[src/hdl/lfps_pkg.sv]
package lfps_pkg;

    localparam int unsigned POS_W      = 8;
    localparam int unsigned ERR_W      = 7;
    localparam int unsigned DERIV_W    = 8;
    localparam int unsigned INTEG_W    = 15;
    localparam int unsigned INTEG_EXT_W = INTEG_W + 2;
    localparam int unsigned GP_W       = 20;
    localparam int unsigned GI_W       = 17;
    localparam int unsigned GD_W       = 24;
    localparam int unsigned BASE_W     = 8;
    localparam int unsigned LIM_W      = 14;
    localparam int unsigned CORR_W     = 16;
    localparam int unsigned DUTY_W     = 8;
    localparam int unsigned CFG_IDX_W  = 3;
    localparam int unsigned CFG_DATA_W = 24;
    localparam int unsigned ACC_W      = 35;
    localparam int unsigned FRAC_W     = 16;
    localparam int unsigned CORR_FULL_W = ACC_W - FRAC_W + 1;
    localparam int unsigned DUTY_SUM_W  = CORR_FULL_W + 1;

    localparam int unsigned DIV3_RECIP_W = 8;
    localparam int unsigned DIV3_SHIFT   = 9;
    localparam int unsigned DIV3_PROD_W  = POS_W + DIV3_RECIP_W;
    localparam logic [DIV3_RECIP_W-1:0] DIV3_RECIP = 8'd171;

    localparam logic signed [POS_W-1:0] LOST_CODE = 8'sd127;
    localparam logic [DUTY_W-1:0]       DUTY_MAX  = 8'd255;

    localparam logic [GP_W-1:0]   GAIN_PROP_RST   = 20'd163840;
    localparam logic [GI_W-1:0]   GAIN_INTEG_RST  = 17'd262;
    localparam logic [GD_W-1:0]   GAIN_DERIV_RST  = 24'd983040;
    localparam logic [BASE_W-1:0] BASE_SPEED_RST  = 8'd180;
    localparam logic [LIM_W-1:0]  INTEG_LIMIT_RST = 14'd2000;

    typedef enum logic [CFG_IDX_W-1:0] {
        CFG_GAIN_PROP   = 3'd0,
        CFG_GAIN_INTEG  = 3'd1,
        CFG_GAIN_DERIV  = 3'd2,
        CFG_BASE_SPEED  = 3'd3,
        CFG_INTEG_LIMIT = 3'd4
    } t_cfg_idx;

    // signed divide by three, truncating toward zero, exact over the 8-bit range
    function automatic logic signed [ERR_W-1:0] div3(input logic signed [POS_W-1:0] v);
        logic [POS_W-1:0]       mag;
        logic [DIV3_PROD_W-1:0] prod;
        logic [ERR_W-1:0]       q;
        mag  = v[POS_W-1] ? POS_W'(-v) : POS_W'(v);
        prod = DIV3_PROD_W'(mag) * DIV3_PROD_W'(DIV3_RECIP);
        q    = prod[DIV3_SHIFT +: ERR_W];
        div3 = v[POS_W-1] ? ERR_W'(-q) : ERR_W'(q);
    endfunction

endpackage

[src/hdl/line_follow_pid_steering.sv]
// Line-following PID steering for a differential drive.
//
// Input channel: i_valid / o_stall carry one signed line position per
// transaction; the code 127 marks a lost line. Output channel: o_valid /
// i_stall carry the left and right duties, the saturated correction and the
// line-lost flag, one result transaction per input transaction, in order.
// Configuration: i_cfg_valid / o_cfg_ready with a register index and data;
// o_cfg_ready is always high and indexes beyond the register list are ignored.
//
// From input acceptance to o_valid a transaction passes the input register,
// state update (error, integral, derivative), three gain products, their sum,
// then magnitude shift, saturation and duty clamp into the output register.
// Throughput is one transaction per cycle while the receiver does not stall;
// the stage with the three multipliers bounds the clock.
//
// Reset clears the pipeline, the integral, derivative and error history, and
// loads the default gains, base speed and integral limit. While the receiver
// stalls, each stage still fills in behind a held result until the pipeline
// is full, then o_stall rises.
module line_follow_pid_steering (
    input  logic                                    i_clk,
    input  logic                                    i_rst_n,
    input  logic                                    i_valid,
    output logic                                    o_stall,
    input  logic signed [lfps_pkg::POS_W-1:0]       i_position,
    output logic                                    o_valid,
    input  logic                                    i_stall,
    output logic        [lfps_pkg::DUTY_W-1:0]      o_left_duty,
    output logic        [lfps_pkg::DUTY_W-1:0]      o_right_duty,
    output logic signed [lfps_pkg::CORR_W-1:0]      o_correction,
    output logic                                    o_line_lost,
    input  logic                                    i_cfg_valid,
    output logic                                    o_cfg_ready,
    input  logic        [lfps_pkg::CFG_IDX_W-1:0]   i_cfg_index,
    input  logic        [lfps_pkg::CFG_DATA_W-1:0]  i_cfg_data
);

    localparam logic signed [lfps_pkg::CORR_FULL_W-1:0] CORR_MAX =
        lfps_pkg::CORR_FULL_W'((1 <<< (lfps_pkg::CORR_W - 1)) - 1);
    localparam logic signed [lfps_pkg::CORR_FULL_W-1:0] CORR_MIN =
        lfps_pkg::CORR_FULL_W'(-(1 <<< (lfps_pkg::CORR_W - 1)));

    logic [lfps_pkg::GP_W-1:0]   r_gain_prop;
    logic [lfps_pkg::GI_W-1:0]   r_gain_integ;
    logic [lfps_pkg::GD_W-1:0]   r_gain_deriv;
    logic [lfps_pkg::BASE_W-1:0] r_base_speed;
    logic [lfps_pkg::LIM_W-1:0]  r_integ_limit;

    logic signed [lfps_pkg::INTEG_W-1:0] r_integ, n_integ;
    logic signed [lfps_pkg::DERIV_W-1:0] r_deriv, n_deriv;
    logic signed [lfps_pkg::ERR_W-1:0]   r_hist [3];

    logic                                 r_v1, r_v2, r_v3, r_v4, r_vo;
    logic signed [lfps_pkg::POS_W-1:0]    r_pos1;
    logic                                 r_lost2, r_lost3, r_lost4;
    logic signed [lfps_pkg::ACC_W-1:0]    r_prod_p, r_prod_i, r_prod_d, r_acc;
    logic [lfps_pkg::DUTY_W-1:0]          r_left, r_right;
    logic signed [lfps_pkg::CORR_W-1:0]   r_corr;
    logic                                 r_lost_o;

    logic adv_o, adv4, adv3, adv2, adv1;

    logic                                      lost1;
    logic signed [lfps_pkg::ERR_W-1:0]         p_new;
    logic signed [lfps_pkg::INTEG_EXT_W-1:0]   integ_raw, lim_pos, lim_neg;

    logic signed [lfps_pkg::GP_W:0]            gp_s;
    logic signed [lfps_pkg::GI_W:0]            gi_s;
    logic signed [lfps_pkg::GD_W:0]            gd_s;

    logic                                      acc_neg;
    logic [lfps_pkg::ACC_W-1:0]                acc_mag;
    logic [lfps_pkg::CORR_FULL_W-2:0]          mag_sh;
    logic signed [lfps_pkg::CORR_FULL_W-1:0]   corr_full;
    logic signed [lfps_pkg::CORR_W-1:0]        corr_sat;
    logic signed [lfps_pkg::DUTY_SUM_W-1:0]    base_s, left_sum, right_sum;
    logic [lfps_pkg::DUTY_W-1:0]               left_clamp, right_clamp;

    // pipeline flow: each stage moves when the one after it is free or moving
    assign adv_o   = !r_vo || !i_stall;
    assign adv4    = !r_v4 || adv_o;
    assign adv3    = !r_v3 || adv4;
    assign adv2    = !r_v2 || adv3;
    assign adv1    = !r_v1 || adv2;
    assign o_stall = !adv1;

    assign o_cfg_ready = 1'b1;

    always_ff @(posedge i_clk) begin
        if (!i_rst_n) begin
            r_gain_prop   <= lfps_pkg::GAIN_PROP_RST;
            r_gain_integ  <= lfps_pkg::GAIN_INTEG_RST;
            r_gain_deriv  <= lfps_pkg::GAIN_DERIV_RST;
            r_base_speed  <= lfps_pkg::BASE_SPEED_RST;
            r_integ_limit <= lfps_pkg::INTEG_LIMIT_RST;
        end else if (i_cfg_valid && o_cfg_ready) begin
            case (lfps_pkg::t_cfg_idx'(i_cfg_index))
                lfps_pkg::CFG_GAIN_PROP:   r_gain_prop   <= i_cfg_data[lfps_pkg::GP_W-1:0];
                lfps_pkg::CFG_GAIN_INTEG:  r_gain_integ  <= i_cfg_data[lfps_pkg::GI_W-1:0];
                lfps_pkg::CFG_GAIN_DERIV:  r_gain_deriv  <= i_cfg_data[lfps_pkg::GD_W-1:0];
                lfps_pkg::CFG_BASE_SPEED:  r_base_speed  <= i_cfg_data[lfps_pkg::BASE_W-1:0];
                lfps_pkg::CFG_INTEG_LIMIT: r_integ_limit <= i_cfg_data[lfps_pkg::LIM_W-1:0];
                default: begin
                end
            endcase
        end
    end

    // error, integral and derivative update
    always_comb begin
        lost1     = (r_pos1 == lfps_pkg::LOST_CODE);
        p_new     = lfps_pkg::div3(r_pos1);
        integ_raw = lfps_pkg::INTEG_EXT_W'(r_integ) + lfps_pkg::INTEG_EXT_W'(p_new);
        lim_pos   = signed'(lfps_pkg::INTEG_EXT_W'(r_integ_limit));
        lim_neg   = -lim_pos;
        if (lost1) begin
            n_integ = r_integ;
            n_deriv = r_deriv;
        end else begin
            if (integ_raw > lim_pos) begin
                n_integ = lfps_pkg::INTEG_W'(lim_pos);
            end else if (integ_raw < lim_neg) begin
                n_integ = lfps_pkg::INTEG_W'(lim_neg);
            end else begin
                n_integ = lfps_pkg::INTEG_W'(integ_raw);
            end
            n_deriv = lfps_pkg::DERIV_W'(p_new) - lfps_pkg::DERIV_W'(r_hist[2]);
        end
    end

    // gains as non-negative signed operands
    assign gp_s = signed'({1'b0, r_gain_prop});
    assign gi_s = signed'({1'b0, r_gain_integ});
    assign gd_s = signed'({1'b0, r_gain_deriv});

    // truncate toward zero, saturate, clamp duties
    always_comb begin
        acc_neg   = r_acc[lfps_pkg::ACC_W-1];
        acc_mag   = acc_neg ? lfps_pkg::ACC_W'(-r_acc) : lfps_pkg::ACC_W'(r_acc);
        mag_sh    = acc_mag[lfps_pkg::ACC_W-1:lfps_pkg::FRAC_W];
        corr_full = acc_neg ? -signed'({1'b0, mag_sh}) : signed'({1'b0, mag_sh});
        if (corr_full > CORR_MAX) begin
            corr_sat = lfps_pkg::CORR_W'(CORR_MAX);
        end else if (corr_full < CORR_MIN) begin
            corr_sat = lfps_pkg::CORR_W'(CORR_MIN);
        end else begin
            corr_sat = lfps_pkg::CORR_W'(corr_full);
        end
        base_s    = signed'(lfps_pkg::DUTY_SUM_W'(r_base_speed));
        left_sum  = base_s + lfps_pkg::DUTY_SUM_W'(corr_full);
        right_sum = base_s - lfps_pkg::DUTY_SUM_W'(corr_full);
        if (left_sum < 0) begin
            left_clamp = '0;
        end else if (left_sum > signed'(lfps_pkg::DUTY_SUM_W'(lfps_pkg::DUTY_MAX))) begin
            left_clamp = lfps_pkg::DUTY_MAX;
        end else begin
            left_clamp = left_sum[lfps_pkg::DUTY_W-1:0];
        end
        if (right_sum < 0) begin
            right_clamp = '0;
        end else if (right_sum > signed'(lfps_pkg::DUTY_SUM_W'(lfps_pkg::DUTY_MAX))) begin
            right_clamp = lfps_pkg::DUTY_MAX;
        end else begin
            right_clamp = right_sum[lfps_pkg::DUTY_W-1:0];
        end
    end

    always_ff @(posedge i_clk) begin
        if (!i_rst_n) begin
            r_v1      <= 1'b0;
            r_v2      <= 1'b0;
            r_v3      <= 1'b0;
            r_v4      <= 1'b0;
            r_vo      <= 1'b0;
            r_integ   <= '0;
            r_deriv   <= '0;
            r_hist[0] <= '0;
            r_hist[1] <= '0;
            r_hist[2] <= '0;
        end else begin
            if (adv1) begin
                r_v1 <= i_valid;
            end
            if (adv2) begin
                r_v2 <= r_v1;
                if (r_v1) begin
                    r_integ <= n_integ;
                    r_deriv <= n_deriv;
                    if (!lost1) begin
                        r_hist[2] <= r_hist[1];
                        r_hist[1] <= r_hist[0];
                        r_hist[0] <= p_new;
                    end
                end
            end
            if (adv3) begin
                r_v3 <= r_v2;
            end
            if (adv4) begin
                r_v4 <= r_v3;
            end
            if (adv_o) begin
                r_vo <= r_v4;
            end
        end
    end

    // payload: hold while stalled
    always_ff @(posedge i_clk) begin
        if (adv1 && i_valid) begin
            r_pos1 <= i_position;
        end
        if (adv2 && r_v1) begin
            r_lost2 <= lost1;
        end
        if (adv3 && r_v2) begin
            r_lost3  <= r_lost2;
            r_prod_p <= lfps_pkg::ACC_W'(gp_s) * lfps_pkg::ACC_W'(r_hist[0]);
            r_prod_i <= lfps_pkg::ACC_W'(gi_s) * lfps_pkg::ACC_W'(r_integ);
            r_prod_d <= lfps_pkg::ACC_W'(gd_s) * lfps_pkg::ACC_W'(r_deriv);
        end
        if (adv4 && r_v3) begin
            r_lost4 <= r_lost3;
            r_acc   <= r_prod_p + r_prod_i + r_prod_d;
        end
        if (adv_o && r_v4) begin
            r_lost_o <= r_lost4;
            r_corr   <= corr_sat;
            r_left   <= left_clamp;
            r_right  <= right_clamp;
        end
    end

    assign o_valid      = r_vo;
    assign o_left_duty  = r_left;
    assign o_right_duty = r_right;
    assign o_correction = r_corr;
    assign o_line_lost  = r_lost_o;

endmodule

[config.mk]
export PLATFORM = sky130hd
export DESIGN_NAME = line_follow_pid_steering
export DESIGN_NICKNAME = d
export VERILOG_FILES = /design/src/hdl/lfps_pkg.sv /design/src/hdl/line_follow_pid_steering.sv
export SDC_FILE = /design/constraint.sdc
export NUM_CORES = 2
export LEC_CHECK = 0
export BUFFER_PORTS_ARGS = -buffer_cell sky130_fd_sc_hd__buf_2
export CORE_ASPECT_RATIO = 1.1
export CORE_UTILIZATION = 55
export CTS_CLUSTER_SIZE = 8
export DETAILED_ROUTE_END_ITERATION = 12
export PLACE_DENSITY = 0.71
export SYNTH_ARGS = -nofsm -noshare
export SYNTH_HDL_FRONTEND = slang
export SYNTH_SLANG_ARGS = --single-unit
[constraint.sdc]
create_clock -name i_clk -period 19.48 [get_ports i_clk]
set_input_delay 1.948 -clock i_clk [delete_from_list [all_inputs] [get_ports i_clk]]
set_output_delay 1.948 -clock i_clk [all_outputs]
set_load 0.03 [all_outputs]
==> results.cfg <==
[timing]
rsz0062_at_grt = no
relSlewSlack_pct = 19.9
setup_viol = 0
maxSlewViolCount = 0
finalClockSkew_ps = 32.9
tightest_slew_ps = 1200
fmax_ghz = 0.0982
finalSetupTns_ps = 0
final.period_utilization_pct = 52.3
hold_violations = 0
fin_crit_ps = 10180

[synthesis]
yosys_warnings = 0
syn-num-nets = 4899
synth-seq-area-share_pct = 21.6
yosysTopAreaCellShare_pct = 25.1
synthFlopType = edfxtp_1
avgSynthCellArea_sq_um = 9.32
syn-cell-area_sq_mm = 0.0372
async_reset_ff_share_pct = 0
synth_largest_area_cell = fa_1
synth-seq-cells = 305
yosys-top-cells-area = fa_1 25%, edfxtp_1 16%, ha_1 14%
synth_edf_count = 194
synth_cell_types = 90
netlist_instances = 3990

[critical_path]
start_kind = register
cp-end-kind = register
timing.rr.start = r_pos1[0]
endpoint = r_integ[7]
slowest_delay_ps = 920
rr_endpoint = r_integ[7]
critPathMaxFanout = 15
crit_type = register to register
critPathRequiredTime_ps = 19940
crit_path_frequent_cell = inv_1
r2r_setup_slack_ps = 9300
crit_path_start = r_pos1[0]
cp.arrival_ps = 10650
crit_path_top_delay_cell = xnor2_1
ff2ff_path_depth = 35

[placed_design]
dp_hpwl_mm = 71.4
dp_cells = 4804
globalplace.congestion = 0.918
port_buffers = 74
dpl_cell_area_sq_mm = 0.0383

[clocking]
cts_hold_buf = 0
cts_made_buffers = 45
post-cts-setup-buffer-count = 0
clk-insertion-delay-late_ps = 580
clk_pin_slew_ps = 50
postCtsResizedCells = 0
cts_sinks = 305
clk_path_buf_depth = 3
clock-root-buffer = clkbuf_16
htree_levels = 2
cts_tree = yes

[global_route]
grt_pass1_vias = 27771
grt_pass1_wl_mm = 147
grt_max_degree = 83
grt_usage_pct = 26.9
antenna_found_initial = 3
overflow = 0

[power_and_ir_drop]
power_density_mw_per_mm2 = 116
p_sw_w = 0.00214
internal_power_w = 0.00245
p_leak_nw = 18.8
report.power.total_w = 0.00459
peakVddDrop_uv = 148
seqPwrFrac_pct = 21.0
p_sw_share_pct = 46.6
clkPwrFrac_pct = 15.8
pwr-share-comb_pct = 63.2

[min_path]
hp-class = register to register
min_path_cells = 0

[cells_and_area]
area.growth.synth_to_final_pct = 6.39
layout-drive-gt1-share_pct = 4.76
antenna_cells = 0
fin_nets = 4902
fill_cells = 5799
final_cell_area_sq_mm = 0.0396
final_cells = 4874

[floorplan]
dieArea_sq_mm = 0.0686
die_w_um = 250
core_sq_mm = 0.0666
ios = 76
initial_utilization_pct = 55.8
fp.dieH_um = 275
rows = 99

[job]
drv_cap = 0

[drt]
vias = 27672
drt_pass1_iterations = 5
wl_mm = 90.5
wl_per_cell_um = 18.6
via_per_inst = 5.68
ant_nets = 0
drc = 0
drt-initial-drc-count = 1764

[status]
status = finished clean
state kept, by name, summed over array words and instances, names as in the netlist, 8 cells and up:
signal,flops
r_gain_deriv,24
o_right_duty,8
o_left_duty,8
r_hist,21
r_integ_limit,14
r_deriv,8
o_correction,16
r_pos1,8
r_gain_prop,20
r_prod_i,33
r_prod_p,28
r_gain_integ,17
r_integ,15
r_base_speed,8
r_acc,35
r_prod_d,33
power groups by stage:
stage	clock (W)	combinational [W]	sequential (W)
finish	0.000724	0.00290	0.000964
global route	0.000758	0.00329	0.000972
CTS	0.000734	0.00290	0.000961
detailed placement	0	0.00287	0.000973
global placement	0	0.00283	0.000971
floorplan	0	0.00223	0.000865
worst min-delay path by stage:
stage,startpoint,to,slack (ps)
after floorplan,r_lost4,o_line_lost,400
after global placement,r_lost4,o_line_lost,420
after detailed placement,r_lost2,r_lost3,420
after CTS,r_lost4,o_line_lost,430
after global routing,r_lost2,r_lost3,430
final,r_lost2,r_lost3,420
routing by layer:
metal / vias to the layer above / global-route usage [%] / share of wire [%]
li1: 13134 / - / -
met1: 13559 / 35.3 / 43
met2: 823 / 46.2 / 48
met3: 152 / 3.69 / 6.2
met4: 4 / 8.61 / 3.1
met5: - / 0 / 0.030
cells by family after synthesis:
kind of cell / after synthesis / share of synthesized area (%)
AND/OR/NAND/NOR: 1367 / 18.3
adder cells (fa/ha/maj): 870 / 38.7
buffers and inverters: 692 / 7.03
AO/OA/AOI/OAI: 570 / 9.85
flip-flops: 305 / 21.6
XOR/XNOR: 170 / 4.05
multiplexers: 15 / 0.451
other: 1 / 0.0101
cells in the mapped netlist (6+ instances only):
library cell  instances
a211oi_1             18
a21boi_0              6
a21o_1               49
a21oi_1             207
a31oi_1              17
and2_1              296
and3_1               40
and4_1                6
buf_1                 7
clkbuf_1            127
dfxtp_1             111
edfxtp_1            194
fa_1                467
ha_1                402
inv_1               550
mux2i_1              10
nand2_1             527
nand2b_1             84
nand3_1              61
nand4_1              27
nor2_1              161
nor2b_1              24
nor3_1               54
nor3b_1               6
nor4_1               14
o2111ai_1             9
o211ai_1             20
o21a_1               26
o21ai_0              95
o21bai_1             15
o22ai_1               7
o31a_1               10
o31ai_1              10
o41ai_1               6
or2_2                16
or3_1                24
or4_1                 9
xnor2_1             115
xor2_1               54
critical path: cells and delay by family, from the launching register on:
kind | cells | cell delay (ps)
DFF | 1 | 450
AOI/OAI and AO/OA | 14 | 3330
adders and majority gates | 7 | 2770
muxes | 2 | 480
and+or+nand+nor | 2 | 800
buffers and inverters | 6 | 620
xor gates and xnor gates | 4 | 1610
cell usage in the layout (no fill, tap or decap), types with 7 or more instances in the layout:
master     count
buf_4         23
nor2_1       161
a21oi_1      207
xor2_1        54
fa_1         467
nand2_1      527
nor3_1        54
nand3_1       61
or3_1         24
o21bai_1      15
o2111ai_1      9
nand2b_1      84
nor4_1        14
o21ai_0       95
ha_1         402
edfxtp_1     194
a21o_1        49
buf_2         74
or4_1          9
xnor2_1      115
o211ai_1      20
and3_1        40
a211oi_1      18
dfxtp_1      111
o22ai_1        7
clkbuf_1      19
nor2b_1       22
nand4_1       27
clkbuf_16     47
o31ai_1        9
and2_1       296
inv_1        550
o21a_1        26
or2_2         16
a31oi_1       17
mux2i_1       10
o31a_1        10
final cells by class:
type	count	area (sq um)	area share, %
Tap cell	858	1070	2.71
Multi-Input combinational cell	2993	26500	67.1
Sequential cell	305	8050	20.3
Inverter	551	2070	5.23
Timing Repair Buffer	97	543	1.37
Clock inverter	4	27.5	0.0696
Clock buffer	66	1250	3.15
through the flow:
stage | worst slack, ps | hold WS (ps) | utilization, %
after floorplan | 9990 | 400 | -
after global placement | 9530 | 421 | 57.4
after detailed placement | 9350 | 417 | 57.4
after CTS | 9310 | 430 | 59.4
after global routing | 8540 | 432 | 59.4
final | 9300 | 423 | 59.4
(Power assumes the default switching activity.)
